<file path="src/hw/rtl/ptph_pkg.sv">
// ----------------------------------------------------------------------------
// ptph_pkg: shared constants for the time-proportioned PID heater
// Register indexes, configuration port widths and field widths.
// ----------------------------------------------------------------------------
package ptph_pkg;

    localparam int CFG_ADDR_W = 3;
    localparam int CFG_DATA_W = 10;

    localparam logic [CFG_ADDR_W-1:0] REG_GAIN_P          = 3'd0;
    localparam logic [CFG_ADDR_W-1:0] REG_GAIN_I          = 3'd1;
    localparam logic [CFG_ADDR_W-1:0] REG_GAIN_D          = 3'd2;
    localparam logic [CFG_ADDR_W-1:0] REG_SETPOINT_GAIN   = 3'd3;
    localparam logic [CFG_ADDR_W-1:0] REG_SETPOINT_OFFSET = 3'd4;

    localparam int GAIN_W   = 8;
    localparam int SPG_W    = 10;
    localparam int RAW_W    = 10;
    localparam int MEAS_W   = 9;
    localparam int SP_W     = 10;
    localparam int ERR_W    = 12;
    localparam int DIFF_W   = 10;
    localparam int TERM_W   = 20;
    localparam int SPPROD_W = 20;
    localparam int VAL_W    = 16;

    localparam int S_DATA_W = 24;
    localparam int M_DATA_W = 56;

    typedef enum logic {
        FUNC_TICK   = 1'b0,
        FUNC_SAMPLE = 1'b1
    } func_t;

endpackage

</file>
<file path="src/hw/rtl/pid_time_proportional_heater.sv">
// ----------------------------------------------------------------------------
// pid_time_proportional_heater: PID temperature loop with windowed heater
// A request on the slave stream is either a timer tick (tuser low) or a new
// setpoint/sensor pair (tuser high). A sample request scales the setpoint,
// halves the sensor reading and runs the PID terms through bit-serial
// shift-and-add multipliers; a tick request reports the heater level for the
// current slot of the window and advances the slot. Every request yields
// exactly one result request on the master stream.
// A sample runs through the setpoint scale multiply (one multiplier bit per
// cycle), the error, the three gain multiplies run side by side, then
// saturation, sum, window threshold and result load; a tick goes straight to
// the result load. One request is worked on at a time. The result sits in an
// output register, so a stalled receiver holds only that request; a new
// request is accepted meanwhile and its result waits until the register is
// free.
// Reset: gains return to 1, setpoint gain to 48, offset to 32; slot,
// integral, last reading, control value and held values clear to zero.
// Configuration writes are taken in any cycle, with no read-back.
// ----------------------------------------------------------------------------
module pid_time_proportional_heater #(
    parameter int WINDOW_SLOTS       = 19,
    parameter int CONTROL_FULL_SCALE = 1020
) (
    input  logic                             aclk,
    input  logic                             aresetn,

    input  logic                             cfg_we,
    input  logic [ptph_pkg::CFG_ADDR_W-1:0]  cfg_addr,
    input  logic [ptph_pkg::CFG_DATA_W-1:0]  cfg_wdata,

    input  logic                             s_tvalid,
    output logic                             s_tready,
    // [9:0] measured_raw, [19:10] setpoint_raw, [23:20] zero
    input  logic [ptph_pkg::S_DATA_W-1:0]    s_tdata,
    // [0] func
    input  logic                             s_tuser,

    output logic                             m_tvalid,
    input  logic                             m_tready,
    // [0] heater_on, [10:1] setpoint_scaled, [19:11] measured,
    // [35:20] error_value, [51:36] control_value, [55:52] zero
    output logic [ptph_pkg::M_DATA_W-1:0]    m_tdata
);

    localparam int SLOT_W  = $clog2(WINDOW_SLOTS + 1);
    localparam int CLAMP_W = $clog2(CONTROL_FULL_SCALE + 1);
    localparam int PROD_W  = $clog2(CONTROL_FULL_SCALE * WINDOW_SLOTS + 1);
    localparam int CNT_W   = 4;

    typedef enum logic [2:0] {
        ST_IDLE,
        ST_SCALE,
        ST_ERROR,
        ST_TERMS,
        ST_SUM,
        ST_CTRL,
        ST_THRESH,
        ST_RESULT
    } state_t;

    function automatic logic signed [ptph_pkg::VAL_W-1:0] sat16(input logic signed [20:0] v);
        logic signed [ptph_pkg::VAL_W-1:0] r;
        if (v > 21'sd32767) begin
            r = 16'sh7FFF;
        end else if (v < -21'sd32768) begin
            r = 16'sh8000;
        end else begin
            r = v[15:0];
        end
        return r;
    endfunction

    state_t                              state_reg;
    logic [CNT_W-1:0]                    cnt_reg;

    logic [ptph_pkg::GAIN_W-1:0]         gain_p_reg, gain_i_reg, gain_d_reg;
    logic [ptph_pkg::SPG_W-1:0]          sp_gain_reg;
    logic [ptph_pkg::GAIN_W-1:0]         sp_offset_reg;

    logic [SLOT_W-1:0]                   slot_reg;
    logic signed [ptph_pkg::VAL_W-1:0]   integral_reg;
    logic [ptph_pkg::MEAS_W-1:0]         last_meas_reg;
    logic signed [ptph_pkg::VAL_W-1:0]   control_reg;
    logic [ptph_pkg::SP_W-1:0]           held_sp_reg;
    logic signed [ptph_pkg::ERR_W-1:0]   held_err_reg;
    logic [PROD_W-1:0]                   csw_reg;

    logic [ptph_pkg::MEAS_W-1:0]         meas_reg;
    logic [ptph_pkg::SPPROD_W-1:0]       sp_mcand_reg;
    logic [ptph_pkg::SPG_W-1:0]          sp_mplier_reg;
    logic [ptph_pkg::SPPROD_W-1:0]       sp_acc_reg;

    logic signed [ptph_pkg::TERM_W-1:0]  err_sh_reg, diff_sh_reg;
    logic [ptph_pkg::GAIN_W-1:0]         gp_sh_reg, gi_sh_reg, gd_sh_reg;
    logic signed [ptph_pkg::TERM_W-1:0]  p_acc_reg, i_acc_reg, d_acc_reg;
    logic signed [ptph_pkg::VAL_W-1:0]   p_sat_reg, d_sat_reg;

    logic                                tick_reg;
    logic                                m_tvalid_reg;
    logic [ptph_pkg::M_DATA_W-1:0]       m_tdata_reg;

    logic [ptph_pkg::SP_W:0]             sp_sum;
    logic [ptph_pkg::SP_W-1:0]           sp_next;
    logic signed [ptph_pkg::ERR_W-1:0]   err_next;
    logic signed [ptph_pkg::DIFF_W-1:0]  diff_next;
    logic signed [20:0]                  integral_sum;
    logic signed [20:0]                  control_sum;
    logic [CLAMP_W-1:0]                  clamp_value;
    logic [PROD_W-1:0]                   csw_next;
    logic [PROD_W-1:0]                   slot_weight;
    logic                                heater_next;
    logic [SLOT_W-1:0]                   slot_next;
    logic                                out_free;

    always_comb begin
        sp_sum    = {1'b0, sp_acc_reg[ptph_pkg::SPPROD_W-1:ptph_pkg::SPG_W]}
                  + (ptph_pkg::SP_W+1)'(sp_offset_reg);
        sp_next   = sp_sum[ptph_pkg::SP_W] ? '1 : sp_sum[ptph_pkg::SP_W-1:0];
        err_next  = $signed({2'b00, sp_next}) - $signed({3'b000, meas_reg});
        diff_next = $signed({1'b0, last_meas_reg}) - $signed({1'b0, meas_reg});

        integral_sum = {{5{integral_reg[15]}}, integral_reg} + {i_acc_reg[19], i_acc_reg};
        control_sum  = {{5{p_sat_reg[15]}}, p_sat_reg}
                     + {{5{integral_reg[15]}}, integral_reg}
                     + {{5{d_sat_reg[15]}}, d_sat_reg};

        if (control_reg[15]) begin
            clamp_value = '0;
        end else if (control_reg[14:0] > 15'(CONTROL_FULL_SCALE)) begin
            clamp_value = CLAMP_W'(CONTROL_FULL_SCALE);
        end else begin
            clamp_value = CLAMP_W'(control_reg[14:0]);
        end
        csw_next = PROD_W'(clamp_value) * PROD_W'(WINDOW_SLOTS);

        slot_weight = PROD_W'(slot_reg) * PROD_W'(CONTROL_FULL_SCALE);
        heater_next = (slot_weight <= csw_reg);
        slot_next   = (slot_reg == SLOT_W'(WINDOW_SLOTS - 1)) ? '0 : slot_reg + 1'b1;

        out_free = !m_tvalid_reg || m_tready;
    end

    assign s_tready = (state_reg == ST_IDLE);
    assign m_tvalid = m_tvalid_reg;
    assign m_tdata  = m_tdata_reg;

    always_ff @(posedge aclk) begin
        if (!aresetn) begin
            gain_p_reg    <= ptph_pkg::GAIN_W'(1);
            gain_i_reg    <= ptph_pkg::GAIN_W'(1);
            gain_d_reg    <= ptph_pkg::GAIN_W'(1);
            sp_gain_reg   <= ptph_pkg::SPG_W'(48);
            sp_offset_reg <= ptph_pkg::GAIN_W'(32);
        end else if (cfg_we) begin
            case (cfg_addr)
                ptph_pkg::REG_GAIN_P:          gain_p_reg    <= cfg_wdata[ptph_pkg::GAIN_W-1:0];
                ptph_pkg::REG_GAIN_I:          gain_i_reg    <= cfg_wdata[ptph_pkg::GAIN_W-1:0];
                ptph_pkg::REG_GAIN_D:          gain_d_reg    <= cfg_wdata[ptph_pkg::GAIN_W-1:0];
                ptph_pkg::REG_SETPOINT_GAIN:   sp_gain_reg   <= cfg_wdata[ptph_pkg::SPG_W-1:0];
                ptph_pkg::REG_SETPOINT_OFFSET: sp_offset_reg <= cfg_wdata[ptph_pkg::GAIN_W-1:0];
                default: ;
            endcase
        end
    end

    always_ff @(posedge aclk) begin
        if (!aresetn) begin
            state_reg     <= ST_IDLE;
            cnt_reg       <= '0;
            tick_reg      <= 1'b0;
            slot_reg      <= '0;
            integral_reg  <= '0;
            last_meas_reg <= '0;
            control_reg   <= '0;
            held_sp_reg   <= '0;
            held_err_reg  <= '0;
            csw_reg       <= '0;
            m_tvalid_reg  <= 1'b0;
        end else begin
            if (state_reg == ST_RESULT && out_free) begin
                m_tvalid_reg <= 1'b1;
            end else if (m_tready) begin
                m_tvalid_reg <= 1'b0;
            end
            case (state_reg)
                ST_IDLE: begin
                    if (s_tvalid) begin
                        tick_reg      <= (s_tuser == ptph_pkg::FUNC_TICK);
                        meas_reg      <= s_tdata[ptph_pkg::RAW_W-1:1];
                        sp_mcand_reg  <= ptph_pkg::SPPROD_W'(s_tdata[2*ptph_pkg::RAW_W-1:ptph_pkg::RAW_W]);
                        sp_mplier_reg <= sp_gain_reg;
                        sp_acc_reg    <= '0;
                        cnt_reg       <= CNT_W'(ptph_pkg::SPG_W - 1);
                        state_reg     <= (s_tuser == ptph_pkg::FUNC_TICK) ? ST_RESULT : ST_SCALE;
                    end
                end
                ST_SCALE: begin
                    if (sp_mplier_reg[0]) begin
                        sp_acc_reg <= sp_acc_reg + sp_mcand_reg;
                    end
                    sp_mcand_reg  <= sp_mcand_reg << 1;
                    sp_mplier_reg <= sp_mplier_reg >> 1;
                    cnt_reg       <= cnt_reg - 1'b1;
                    if (cnt_reg == '0) begin
                        state_reg <= ST_ERROR;
                    end
                end
                ST_ERROR: begin
                    held_sp_reg   <= sp_next;
                    held_err_reg  <= err_next;
                    last_meas_reg <= meas_reg;
                    err_sh_reg    <= {{(ptph_pkg::TERM_W-ptph_pkg::ERR_W){err_next[ptph_pkg::ERR_W-1]}},
                                      err_next};
                    diff_sh_reg   <= {{(ptph_pkg::TERM_W-ptph_pkg::DIFF_W){diff_next[ptph_pkg::DIFF_W-1]}},
                                      diff_next};
                    gp_sh_reg     <= gain_p_reg;
                    gi_sh_reg     <= gain_i_reg;
                    gd_sh_reg     <= gain_d_reg;
                    p_acc_reg     <= '0;
                    i_acc_reg     <= '0;
                    d_acc_reg     <= '0;
                    cnt_reg       <= CNT_W'(ptph_pkg::GAIN_W - 1);
                    state_reg     <= ST_TERMS;
                end
                ST_TERMS: begin
                    if (gp_sh_reg[0]) begin
                        p_acc_reg <= p_acc_reg + err_sh_reg;
                    end
                    if (gi_sh_reg[0]) begin
                        i_acc_reg <= i_acc_reg + err_sh_reg;
                    end
                    if (gd_sh_reg[0]) begin
                        d_acc_reg <= d_acc_reg + diff_sh_reg;
                    end
                    err_sh_reg  <= err_sh_reg <<< 1;
                    diff_sh_reg <= diff_sh_reg <<< 1;
                    gp_sh_reg   <= gp_sh_reg >> 1;
                    gi_sh_reg   <= gi_sh_reg >> 1;
                    gd_sh_reg   <= gd_sh_reg >> 1;
                    cnt_reg     <= cnt_reg - 1'b1;
                    if (cnt_reg == '0) begin
                        state_reg <= ST_SUM;
                    end
                end
                ST_SUM: begin
                    p_sat_reg    <= sat16({p_acc_reg[19], p_acc_reg});
                    d_sat_reg    <= sat16({d_acc_reg[19], d_acc_reg});
                    integral_reg <= sat16(integral_sum);
                    state_reg    <= ST_CTRL;
                end
                ST_CTRL: begin
                    control_reg <= sat16(control_sum);
                    state_reg   <= ST_THRESH;
                end
                ST_THRESH: begin
                    csw_reg   <= csw_next;
                    state_reg <= ST_RESULT;
                end
                ST_RESULT: begin
                    if (out_free) begin
                        m_tdata_reg  <= {4'b0000,
                                         control_reg,
                                         {{(ptph_pkg::VAL_W-ptph_pkg::ERR_W){held_err_reg[ptph_pkg::ERR_W-1]}},
                                          held_err_reg},
                                         last_meas_reg,
                                         held_sp_reg,
                                         heater_next};
                        if (tick_reg) begin
                            slot_reg <= slot_next;
                        end
                        state_reg <= ST_IDLE;
                    end
                end
                default: begin
                    state_reg <= ST_IDLE;
                end
            endcase
        end
    end

    a_slot_in_window: assert property (@(posedge aclk) disable iff (!aresetn)
        slot_reg < SLOT_W'(WINDOW_SLOTS))
        else $error("slot counter left the window");

    a_tick_short_path: assert property (@(posedge aclk) disable iff (!aresetn)
        (s_tvalid && s_tready && s_tuser == ptph_pkg::FUNC_TICK) |=> (state_reg == ST_RESULT))
        else $error("tick request did not go straight to the result stage");

    a_csw_bounded: assert property (@(posedge aclk) disable iff (!aresetn)
        csw_reg <= PROD_W'(CONTROL_FULL_SCALE * WINDOW_SLOTS))
        else $error("threshold weight above full scale");

    a_control_held: assert property (@(posedge aclk) disable iff (!aresetn)
        (state_reg != ST_CTRL) |=> $stable(control_reg))
        else $error("control value changed outside the sum stage");

    a_slot_held_on_sample: assert property (@(posedge aclk) disable iff (!aresetn)
        (state_reg == ST_RESULT && !tick_reg) |=> $stable(slot_reg))
        else $error("slot advanced on a sample request");

endmodule

</file>
<file path="config.mk">
export PLATFORM = sky130hd
export DESIGN_NAME = pid_time_proportional_heater
export DESIGN_NICKNAME = d
export VERILOG_FILES = /design/src/hw/rtl/ptph_pkg.sv /design/src/hw/rtl/pid_time_proportional_heater.sv
export SDC_FILE = /design/constraint.sdc
export NUM_CORES = 1
export LEC_CHECK = 0
export CAP_MARGIN = 20
export CORE_ASPECT_RATIO = 0.5
export CORE_UTILIZATION = 40
export CTS_BUF_LIST = sky130_fd_sc_hd__clkbuf_16
export CTS_CLUSTER_SIZE = 16
export DETAILED_ROUTE_END_ITERATION = 10
export DONT_BUFFER_PORTS = 1
export PLACE_DENSITY = 0.56
export SLEW_MARGIN = 25
export SYNTH_ARGS = -nofsm -noshare
export SYNTH_HDL_FRONTEND = slang
export SYNTH_SLANG_ARGS = --single-unit
</file>
<file path="constraint.sdc">
create_clock -name aclk -period 4.35 [get_ports aclk]
set_clock_uncertainty 0.15 [all_clocks]
set_input_delay 0.435 -clock aclk [delete_from_list [all_inputs] [get_ports aclk]]
set_output_delay 0.435 -clock aclk [all_outputs]
set_load 0.01 [all_outputs]
</file>
==> key figures <==
Synthesis
  • Main combinational cell family by area after synthesis: compound AO/OA/AOI/OAI gates
  • Synth Area in XOR/XNOR: 0.0421
  • Fraction of registers with async set/reset: 0
  • Yosys warns: 0
  • FF+latch count, synth: 395
  • Top_reg_cell synth: edfxtp_1
  • Adder-Cell Fraction of Synth Area: 0.147
  • Post-Syn Area per Cell: 10.0 um^2
  • Unique masters post-synth: 72
  • Post-synth EDFFs: 262
  • Post-synthesis mux area share: 0.000882
  • Compound-Gate Fraction of Synth Area: 0.162
  • Cells after Synth: 2267
  • Sequential fraction of the synthesis area: 0.464
  • Post-Syn Area: 22700 um^2
  • Simple logic cell fraction of the synthesized area: 0.145

Critical path
  • Buf/Inv on CP: 2
  • CP startpoint kind: flop
  • Worst-path fanout max: 3
  • CP Capture Type: flop
  • Worst path slowest cell: fa_1
  • R2R setup slack: -0.06 ns
  • Crit-path cells: fa_2, fa_1, inv_1, fa_1, inv_2, ha_4, nor2b_4, o21ai_2, a21boi_2, o21ai_2, a21boi_1, o21ai_1, nand2_1, xor2_1, ha_1, a21o_1, a21o_1, a21oi_1, o21ai_1, o41ai_2
  • Crit path required time: 4.57 ns
  • CP max stage delay: 0.52 ns
  • Critical path data arrival time: 4.63 ns
  • Critical path's top delay family: adder cells
  • CP Class: flop to flop

GRT
  • Vias in the first global route: 15.4k
  • First-pass GRT wire length: 84.7 mm
  • Number of antenna violations at the first check in global routing: 0
  • Total grt overflow: 0
  • Tot GR Track Use: 0.183
  • Largest net degree at the start of global routing: 80

Layout
  • Area delta synth->final: 14.9%
  • # nets final: 2656
  • Flip-flop count of the largest register after layout: 47
  • Fillcell total: 5229
  • Post-route cell area: 26100 um^2
  • N_diodes: 0
  • Share of cells above drive strength 1: 0.111

Drt
  • Routed Wire Length: 52.9 mm
  • DRT Pass-1 Iters: 5
  • Remaining DRCs: 0
  • DRT antenna net count: 0
  • Vias per inst: 5.13
  • Vias: 16.2k
  • WL/cell: 16.7 um
  • DR iter-0 viols: 1051

Power
  • Part of the power in combinational logic: 0.495
  • Clock power share: 0.198
  • Net Sw Power: 6.94 mW
  • Power Dens Cells: 668 nW/um^2
  • Share of power burned in registers: 0.307
  • Power Internal: 10.5 mW
  • Maximum vdd drop: 0.000592 V
  • Leak: 10.8 nW
  • Net Sw Frac: 0.398

Run status
  • Outcome: complete, but fails checks
  • Violated checks: negative setup slack

STA
  • Worst-Margin Slew: 1.02 ns
  • Fmax: 227 MHz
  • Period Utilization, post-route: 1.01
  • Worst Setup Slack, final: -0.0649 ns
  • Final Hold Viols: 0
  • RSZ-0062 raised after global routing: true
  • Tmin final: 4.41 ns
  • WHS: 0.0369 ns
  • Setup violators final: 1
  • Slew headroom: 0.318
  • Slew Viols, Final: 0

Clock network
  • CTS Buf Count: 40
  • Longest Clk Path Bufs: 3
  • CTS root buf: clkbuf_16
  • Skew-Pair Late Insertion Delay: 0.55 ns
  • Worst-path clk slew: 0.07 ns
  • H-tree levels: 2
  • CTS Sinks: 395
  • CTS tree: done

Floorplan
  • IO Pins: 101
  • Die extent in y: 170 um
  • Effective utilization at floorplan: 0.407
  • Die footprint: 57700 um^2
  • Core area: 55800 um^2
  • Chip Width: 339 um
  • Cell Rows: 61

Job
  • MaxCap Viol Count: 0

Place
  • Cell Area, Placed: 24000 um^2
  • GPL Wtd Cong: 0.826
  • Final HPWL from detailed placement: 38.1 mm
  • Port Buf Inserts: 0

Hold path
  • Class of the worst hold path: input port to flop
-- worst min-delay path, stage by stage --
cell and delay, ns:
o21bai_1 0.06, a21oi_1 0.14, nor2_1 0.05
-- metrics by stage --
| step | std cells | power (mW) | setup slack (ns) | TNS [ns] | util |
|---|---|---|---|---|---|
| floorplan | 2270 | 11.7 | 0.00308 | 0 | - |
| global placement | 3025 | 13.8 | -0.159 | -1.20 | 0.430 |
| detailed placement | 3025 | 13.8 | -0.242 | -2.51 | 0.430 |
| CTS | 3155 | 17.5 | -0.134 | -0.134 | 0.464 |
| global route | 3160 | 18.9 | -0.293 | -1.87 | 0.467 |
| finish | 3160 | 17.4 | -0.0649 | -0.0649 | 0.467 |
-- cells by family (layout without fill, tap and decap cells) --
family          count (synthesis)  count (layout)
mux                             2               2
compound gates                557             557
simple gates                  742             743
fa+ha+maj                     241             241
buf+inv                       220             353
other cells                     1               4
flops                         395             395
xor+xnor                      109             109
-- power by group through the flow --
stage / clock [mW] / sequential (mW) / combinational (mW)
final: 3.46 / 5.35 / 8.62
after global routing: 3.70 / 5.42 / 9.80
after CTS: 3.55 / 5.35 / 8.59
after detailed placement: 0 / 5.42 / 8.37
after global placement: 0 / 5.42 / 8.37
after floorplan: 0 / 5.25 / 6.47
-- cells in the mapped netlist, drive strengths merged (6+ instances only) --
library cell | instances | share of area
a21oi | 170 | 0.038
nand3 | 28 | 0.0062
and3 | 20 | 0.0055
a211oi | 15 | 0.0050
o31ai | 10 | 0.0041
buf | 23 | 0.0061
o21a | 55 | 0.018
ha | 199 | 0.11
a211o | 6 | 0.0023
clkbuf | 58 | 0.0096
o41ai | 6 | 0.0023
a31oi | 9 | 0.0025
nand2 | 331 | 0.055
o31a | 6 | 0.0023
nor2b | 29 | 0.0080
fa | 42 | 0.037
a221o | 15 | 0.0074
xor2 | 48 | 0.019
or2 | 11 | 0.0030
o211ai | 6 | 0.0020
nor3 | 49 | 0.011
dfxtp | 133 | 0.12
nor2 | 184 | 0.030
or3 | 11 | 0.0030
a21o | 64 | 0.021
a22o | 17 | 0.0066
nand4 | 10 | 0.0028
inv | 139 | 0.023
xnor2 | 61 | 0.024
o21bai | 27 | 0.0091
o21ai | 109 | 0.024
edfxtp | 262 | 0.35
nor3b | 6 | 0.0022
and2 | 24 | 0.0067
nand2b | 26 | 0.0072
-- timing repair --
| action | 4_1_cts | 5_1_grt |
|---|---|---|
| pin swaps | 26 | 15 |
| cloned | 1 | 0 |
| hold buffers | 37 | 0 |
| buffers inserted | 18 | 8 |
| setup endpoints to repair | 30 | 24 |
| gates resized for setup | 16 | 31 |
| hold endpoints to repair | 84 | 0 |
-- area by class of cell --
cell class                 count  area, um^2  area share
multi-input combinational   1656       11600       0.444
sequential                   395       10500       0.404
timing repair buffer         140        1190      0.0458
clock buffer                  43        1080      0.0413
tap                          756         946      0.0363
inverter                     139         522      0.0200
clock inverter                31         225     0.00864
-- cell usage in the layout, fill, tap and decap left out, types with 15 or more instances in the layout --
| cell | count |
|---|---|
| o21a_1 | 55 |
| buf_4 | 99 |
| ha_1 | 195 |
| nor2_1 | 177 |
| dlygate4sd3_1 | 36 |
| a211oi_1 | 15 |
| inv_1 | 140 |
| o21bai_1 | 24 |
| xor2_1 | 48 |
| nand2_1 | 328 |
| nand3_1 | 28 |
| nand2b_1 | 24 |
| a22o_1 | 17 |
| clkbuf_16 | 43 |
| and3_1 | 19 |
| a21o_1 | 64 |
| nor3_1 | 48 |
| nor2b_1 | 26 |
| a221o_2 | 15 |
| dfxtp_1 | 130 |
| and2_1 | 22 |
| edfxtp_1 | 262 |
| fa_1 | 37 |
| o21ai_0 | 96 |
| xnor2_1 | 60 |
| a21oi_1 | 162 |
-- worst paths after layout --
kind,start,end,depth (start not counted)
max,slot_reg[2]$_SDFFE_PN0P_,m_tdata[0]$_DFFE_PP_,20
min,s_tvalid,cnt_reg[1]$_SDFFE_PN0P_,3
max reg2reg,slot_reg[2]$_SDFFE_PN0P_,m_tdata[0]$_DFFE_PP_,20
min reg2reg,held_sp_reg[0]$_SDFFE_PN0P_,m_tdata[1]$_DFFE_PP_,0
-- routing by layer --
metal / track usage / part of all wire / up-vias
li1: - / - / 8249
met1: 0.267 / 0.51 / 7683
met2: 0.288 / 0.44 / 219
met3: 0.0267 / 0.037 / 61
met4: 0.0364 / 0.015 / 0
met5: 0 / 0 / -
(Power assumes the default switching activity.)
